[src/dph_pkg.sv]
`timescale 1ns / 1ps
package dph_pkg;

  // sequence store geometry
  localparam int MAX_ELEMENTS = 1024;
  localparam int ADDR_W       = $clog2(MAX_ELEMENTS);
  localparam int CNT_W        = $clog2(MAX_ELEMENTS + 1);

  // field widths
  localparam int LANE_W    = 30;
  localparam int IDX_W     = 11;
  localparam int FUNC_W    = 2;
  localparam int CFG_IDX_W = 1;
  localparam int CMP_W     = (CNT_W > IDX_W) ? CNT_W : IDX_W;

  // modulus and barrett constant floor(2^(2*LANE_W) / HASH_MOD)
  localparam logic [LANE_W-1:0] HASH_MOD   = 30'd1000000007;
  localparam logic [LANE_W:0]   BARRETT_MU = 31'((64'd1 << (2 * LANE_W)) / 64'(HASH_MOD));

  // configuration register indexes and reset values
  localparam logic [CFG_IDX_W-1:0] CFG_BASE_FIRST  = 1'b0;
  localparam logic [CFG_IDX_W-1:0] CFG_BASE_SECOND = 1'b1;
  localparam logic [LANE_W-1:0]    BASE_FIRST_RST  = 30'd100000007;
  localparam logic [LANE_W-1:0]    BASE_SECOND_RST = 30'd200000033;

  // function codes
  localparam logic [FUNC_W-1:0] FUNC_APPEND = 2'd0;
  localparam logic [FUNC_W-1:0] FUNC_QUERY  = 2'd1;
  localparam logic [FUNC_W-1:0] FUNC_CLEAR  = 2'd2;

  localparam logic STATUS_OK  = 1'b0;
  localparam logic STATUS_ERR = 1'b1;

  typedef struct packed {
    logic [FUNC_W-1:0] func;
    logic [LANE_W-1:0] element_value;
    logic [IDX_W-1:0]  left_index;
    logic [IDX_W-1:0]  right_index;
  } in_item_t;

  typedef struct packed {
    logic [LANE_W-1:0] hash_first;
    logic [LANE_W-1:0] hash_second;
    logic              status;
  } out_item_t;

  // one stored entry, second lane in the upper half
  typedef struct packed {
    logic [LANE_W-1:0] second;
    logic [LANE_W-1:0] first;
  } lane_pair_t;

  // control that rides along the multiplier pipeline
  typedef struct packed {
    logic vld;
    logic last;
  } mm_tag_t;

  typedef enum logic [2:0] {
    ST_IDLE,
    ST_FETCH,
    ST_FETCH2,
    ST_ISSUE_B,
    ST_WAIT,
    ST_FINISH
  } state_t;

endpackage

[src/dph_modmul.sv]
`timescale 1ns / 1ps
module dph_modmul (
  input  logic                      clk,
  input  logic                      rst_n,
  input  dph_pkg::mm_tag_t          in_tag,
  input  logic [dph_pkg::LANE_W-1:0] op_a,
  input  logic [dph_pkg::LANE_W-1:0] op_b,
  output dph_pkg::mm_tag_t          out_tag,
  output logic [dph_pkg::LANE_W-1:0] product
);
  import dph_pkg::*;

  localparam logic [LANE_W+1:0] MOD_X1 = {2'b00, HASH_MOD};
  localparam logic [LANE_W+1:0] MOD_X2 = {1'b0, HASH_MOD, 1'b0};

  mm_tag_t tag1_r, tag2_r, tag3_r, tag4_r;

  logic [2*LANE_W-1:0] prod_r;
  logic [2*LANE_W+1:0] quot_r;
  logic [LANE_W+1:0]   low_r;
  logic [LANE_W+1:0]   rem_r;
  logic [LANE_W-1:0]   res_r;

  logic [LANE_W:0]     q1;
  logic [LANE_W:0]     q3;
  logic [2*LANE_W:0]   qp_full;
  logic [LANE_W+1:0]   rem_nxt;
  logic [LANE_W+1:0]   sub1;
  logic [LANE_W+1:0]   sub2;
  logic [LANE_W-1:0]   res_nxt;

  // barrett estimate, off by at most two multiples of the modulus
  assign q1      = prod_r[2*LANE_W-1:LANE_W-1];
  assign q3      = quot_r[2*LANE_W+1:LANE_W+1];
  assign qp_full = q3 * HASH_MOD;
  assign rem_nxt = low_r - qp_full[LANE_W+1:0];

  assign sub1 = rem_r - MOD_X1;
  assign sub2 = rem_r - MOD_X2;

  always_comb begin
    if (rem_r >= MOD_X2) begin
      res_nxt = sub2[LANE_W-1:0];
    end else if (rem_r >= MOD_X1) begin
      res_nxt = sub1[LANE_W-1:0];
    end else begin
      res_nxt = rem_r[LANE_W-1:0];
    end
  end

  always_ff @(posedge clk) begin
    if (!rst_n) begin
      tag1_r <= '0;
      tag2_r <= '0;
      tag3_r <= '0;
      tag4_r <= '0;
    end else begin
      tag1_r <= in_tag;
      tag2_r <= tag1_r;
      tag3_r <= tag2_r;
      tag4_r <= tag3_r;
    end
  end

  always_ff @(posedge clk) begin
    prod_r <= op_a * op_b;
    quot_r <= q1 * BARRETT_MU;
    low_r  <= prod_r[LANE_W+1:0];
    rem_r  <= rem_nxt;
    res_r  <= res_nxt;
  end

  assign out_tag = tag4_r;
  assign product = res_r;

endmodule

[config.mk]
export PLATFORM = sky130hd
export DESIGN_NAME = dph_modmul
export DESIGN_NICKNAME = d
export VERILOG_FILES = /design/src/dph_pkg.sv /design/src/dph_modmul.sv
export SDC_FILE = /design/constraint.sdc
export NUM_CORES = 2
export LEC_CHECK = 0
export BUFFER_PORTS_ARGS = -buffer_cell sky130_fd_sc_hd__buf_2
export CORE_MARGIN = 2
export CORE_UTILIZATION = 65
export DETAILED_ROUTE_END_ITERATION = 7
export PLACE_DENSITY = 0.9
export SETUP_SLACK_MARGIN = 0.1
export SYNTH_ARGS = -nofsm -noshare
export SYNTH_HDL_FRONTEND = slang
export SYNTH_SLANG_ARGS = --single-unit
[constraint.sdc]
create_clock -name clk -period 13.2 [get_ports clk]
set_clock_uncertainty 0.1 [all_clocks]
set_input_delay 2.64 -clock clk [delete_from_list [all_inputs] [get_ports clk]]
set_output_delay 2.64 -clock clk [all_outputs]
set_load 0.03 [all_outputs]
## Yosys cells after proc, flatten, opt, wreduce, memory -nomap -nowiden

Cells that the tools add are included.

- Register bits: 221
- Latch bits: 0
- RAM bits: 0
- ROM bits: 0
- Output and inout bits: 32
- Logic and storage cells: 23
- Memories: 0

- $add $sub $neg: 3
- $mul: 3
- Divide/modulo/power cells: 0
- Magnitude comparators: 2
- Eq/ne operators: 0
- Shift operators: 0
- Mux-type cells: 2
- Bitwise gates (word level): 0
- Reduce and logical (&&, ||, !) cells: 0

Operator list:

| operator | number |
|---|---|
| $mul 30x30->60 | 1 |
| $mux 30 | 2 |
| $sub 30x30->30 const B | 2 |
| $mul 31x28->59 const B | 1 |
| $ge 32x30->1 const B | 1 |
| $ge 32x31->1 const B | 1 |
| $mul 31x30->32 const B | 1 |
| $sub 32x32->32 | 1 |

## Logic depth before layout (Yosys ltp)

- Depth in word-level cells: 3
- Gate-level depth with buffers: 30
- Gate-level depth less buffers: 28

## Least setup slack after synthesis

No wires, ideal clock.

- Path kind: input port to flip-flop
- Start point: input op_a[15] (netlist name)
- End point: register prod_r[51]
- Library setup time: 0.095 ns
- Arrival: 9.390 ns
- Data required time: 13.005 ns
- Slack: 3.614 ns
- Stages on the path: 29
- Path buffers: 2
- Cells stage by stage: clkbuf_1 -> nand2_1 -> fa_1 -> inv_1 -> fa_1 -> inv_1 -> fa_1 -> inv_1 -> fa_1 -> inv_1 -> fa_1 -> inv_1 -> fa_1 -> fa_1 -> inv_1 -> fa_1 -> inv_1 -> ha_1 -> clkbuf_1 -> inv_1 -> nor3_1 -> o2111ai_1 -> a21boi_0 -> o21ai_0 -> o21ai_0 -> a31oi_1 -> o21ai_0 -> nand2_1 -> o311ai_1

- Longest elaborated chain between the ends: 1

RTL lines:

| what | line | RTL |
|---|---|---|
| start, declared | dph_modmul.sv:6 | `input logic [dph_pkg::LANE_W-1:0] op_a,` |
| $mul 30x30->60 | dph_modmul.sv:66 | `prod_r <= op_a * op_b;` |
| end signal, assigned | dph_modmul.sv:66 |  |
| end, declared | dph_modmul.sv:18 | `logic [2*LANE_W-1:0] prod_r;` |

No other way between the ends.
A chain may end at the register's enable or synchronous reset.

## Worst setup path in the final report

- Start point: input op_b[9] (netlist name)
- End point: register prod_r[51]

- Longest elaborated chain between the ends: 1

RTL lines:

| what | line | RTL |
|---|---|---|
| start, declared | dph_modmul.sv:7 | `input logic [dph_pkg::LANE_W-1:0] op_b,` |
| $mul 30x30->60 | dph_modmul.sv:66 |  |

No other way between the ends.

==> metrics.txt <==
Period minus WS final 10.50 ns; Setup CP Type in2reg; DRT antenna net count 1; Max Clk Rate 95.2 MHz; clock buffer depth 2; Post-Synthesis Cells 5894; final hold violation count 0; Synth top area share 44.7%; vias 40500; number of I/O port buffers 95; synthesis-stage register bit count 193; relative slew slack 18.1%; 1st-iter DRT viols 3421; crit path DAT 10.77 ns; RSZ-0062 raised after global routing false; GRT Util Overall 33.7%; Core Footprint 0.0863 mm^2; drt drc 0; Post-Route Setup TNS 0 ns; syn avg cell area 9.56 um^2; Worst-Skew Late Latency 0.46 ns; Worst-path clk slew 0.08 ns; number of vias per cell 5.80; first-pass GRT wire length 234000 um; # setup viols final 0; pin count of the biggest net entering global routing 36; routability-driven placement congestion ratio 0.982; synth unique cells 72; Synth async-reset ratio 0%; Hold Path Class reg2reg; most common cell in the netlist inv_1; top cells by count, synth inv_1, fa_1, ha_1; Tcrit/Tclk final 79.6%; DP HPWL 118000 um; violated checks antenna violations; post-CTS repair timing setup buffer count 0; status finished with violations; initial antenna violation count 2; CP max FO 30; vias in the first global route 44900; CP Capture Type register; Area Overhead vs Synth 3.32%; Post-synth EDFFs 0; CP Data Required Time 13.47 ns; CP max stage cell fa_1; final-layout fill cell count 6159; Slew Limit Fails 0; Initial Util 65.3%; chip height 299 um; CTS tree yes; Final Net Count 7915; drt total wl 145000 um; clk sinks 193; YS warnings 0; Synth area leader fa_1; Max Cap Viol 0; wire per inst 20.8 um; slew at the pin closest to its max-slew limit 1.22 ns; register area share after synthesis 6.85%; slowest stage delay, CP 0.59 ns; gr ovfl total 0; ports placed on the boundary 96; num rows 108; ys flop type dfxtp_1; post-CTS sizing 0; layout cells sized above 1 2.77%; Synth area leaders fa_1, ha_1, inv_1; Hold Buf Count CTS 0; Clock Tree Root clkbuf_16; die area 0.0891 mm^2; launching element type of the critical path primary input; Post-Syn Area 0.0564 mm^2; Die Wd 299 um; TritonCTS buffer count 17; drt first pass iters 6; post-synth net total 8002; CTS HTree Levels 4
worst max-delay path, delay by kind of cell:
family	cells	cell delay, ns
buf+inv	9	1.08
fa+ha+maj	9	4.32
compound gates	7	2.14
simple gates	3	0.54
layout by cell type (no fill, tap or decap), types with 16 or more instances in the layout:
master,synthesis,layout
clkbuf_16,0,17
xnor2_1,127,127
a31oi_1,22,22
nand3_1,26,26
o21ai_0,87,87
nor2b_1,16,16
ha_1,784,784
nor3_1,23,23
nand4_1,21,21
a21oi_1,123,122
nor2_1,79,79
o21bai_1,22,22
o21a_1,22,22
a21o_1,64,64
fa_1,1260,1260
and3_1,16,16
buf_2,3,95
and2_1,501,501
dfxtp_1,193,193
xor2_1,51,51
nand2_1,499,499
a211oi_1,16,16
inv_1,1587,1587
registers in the layout, indices dropped and copies added (netlist names):
name	count
prod_r	60
tag1_r	2
out_tag	2
low_r	32
product	30
rem_r	32
tag2_r	2
tag3_r	2
quot_r	31
kinds of logic after synthesis:
logic type                 Yosys count  synth area share, %
adders and majority gates         2045                 62.2
DFF                                193                 6.85
and+or+nand+nor                   1228                 11.0
muxes                                3               0.0533
xor gates and xnor gates           178                 2.77
buffers and inverters             1800                 12.0
AOI/OAI and AO/OA                  447                 5.13
through the flow:
step	worst slack (ns)	instances	util, %	cell area, um^2	hold slack [ns]
final	2.70	6982	67.5	58200	0.227
after global placement	2.57	6943	66.7	57600	0.211
after CTS	2.82	6975	67.4	58200	0.229
after global routing	2.22	6977	67.4	58200	0.235
after floorplan	3.61	5894	-	56400	0.210
after detailed placement	2.34	6943	66.7	57600	0.212
cell type report:
cell class	instances	area [um^2]	share of cell area [%]
Multi-Input combinational cell	3901	45700	78.5
Inverter	1587	5960	10.2
Timing Repair Buffer	107	566	0.971
Clock inverter	15	225	0.387
Tap cell	1155	1450	2.48
Antenna cell	7	17.5	0.0301
Sequential cell	193	3860	6.63
Clock buffer	17	425	0.730
path summary, 6_finish.rpt:
| path | from | to | slack, ns | cells past startpoint |
|---|---|---|---|---|
| worst max register to register | prod_r[52] | quot_r[54] | 5.40 | 20 |
| worst min register to register | prod_r[17] | low_r[17] | 0.23 | 0 |
| worst max-delay path | op_b[9] | prod_r[51] | 2.70 | 28 |
| worst min-delay path | prod_r[17] | low_r[17] | 0.23 | 0 |
routing by layer:
layer	track usage, %	routed length (um)
met1	42.9	54700
met2	55.5	68100
met3	8.27	15400
met4	13.7	7010
met5	0	0
Power is not shown: default switching activity piles up to over one toggle a cycle in this logic, so the estimate is an artifact.
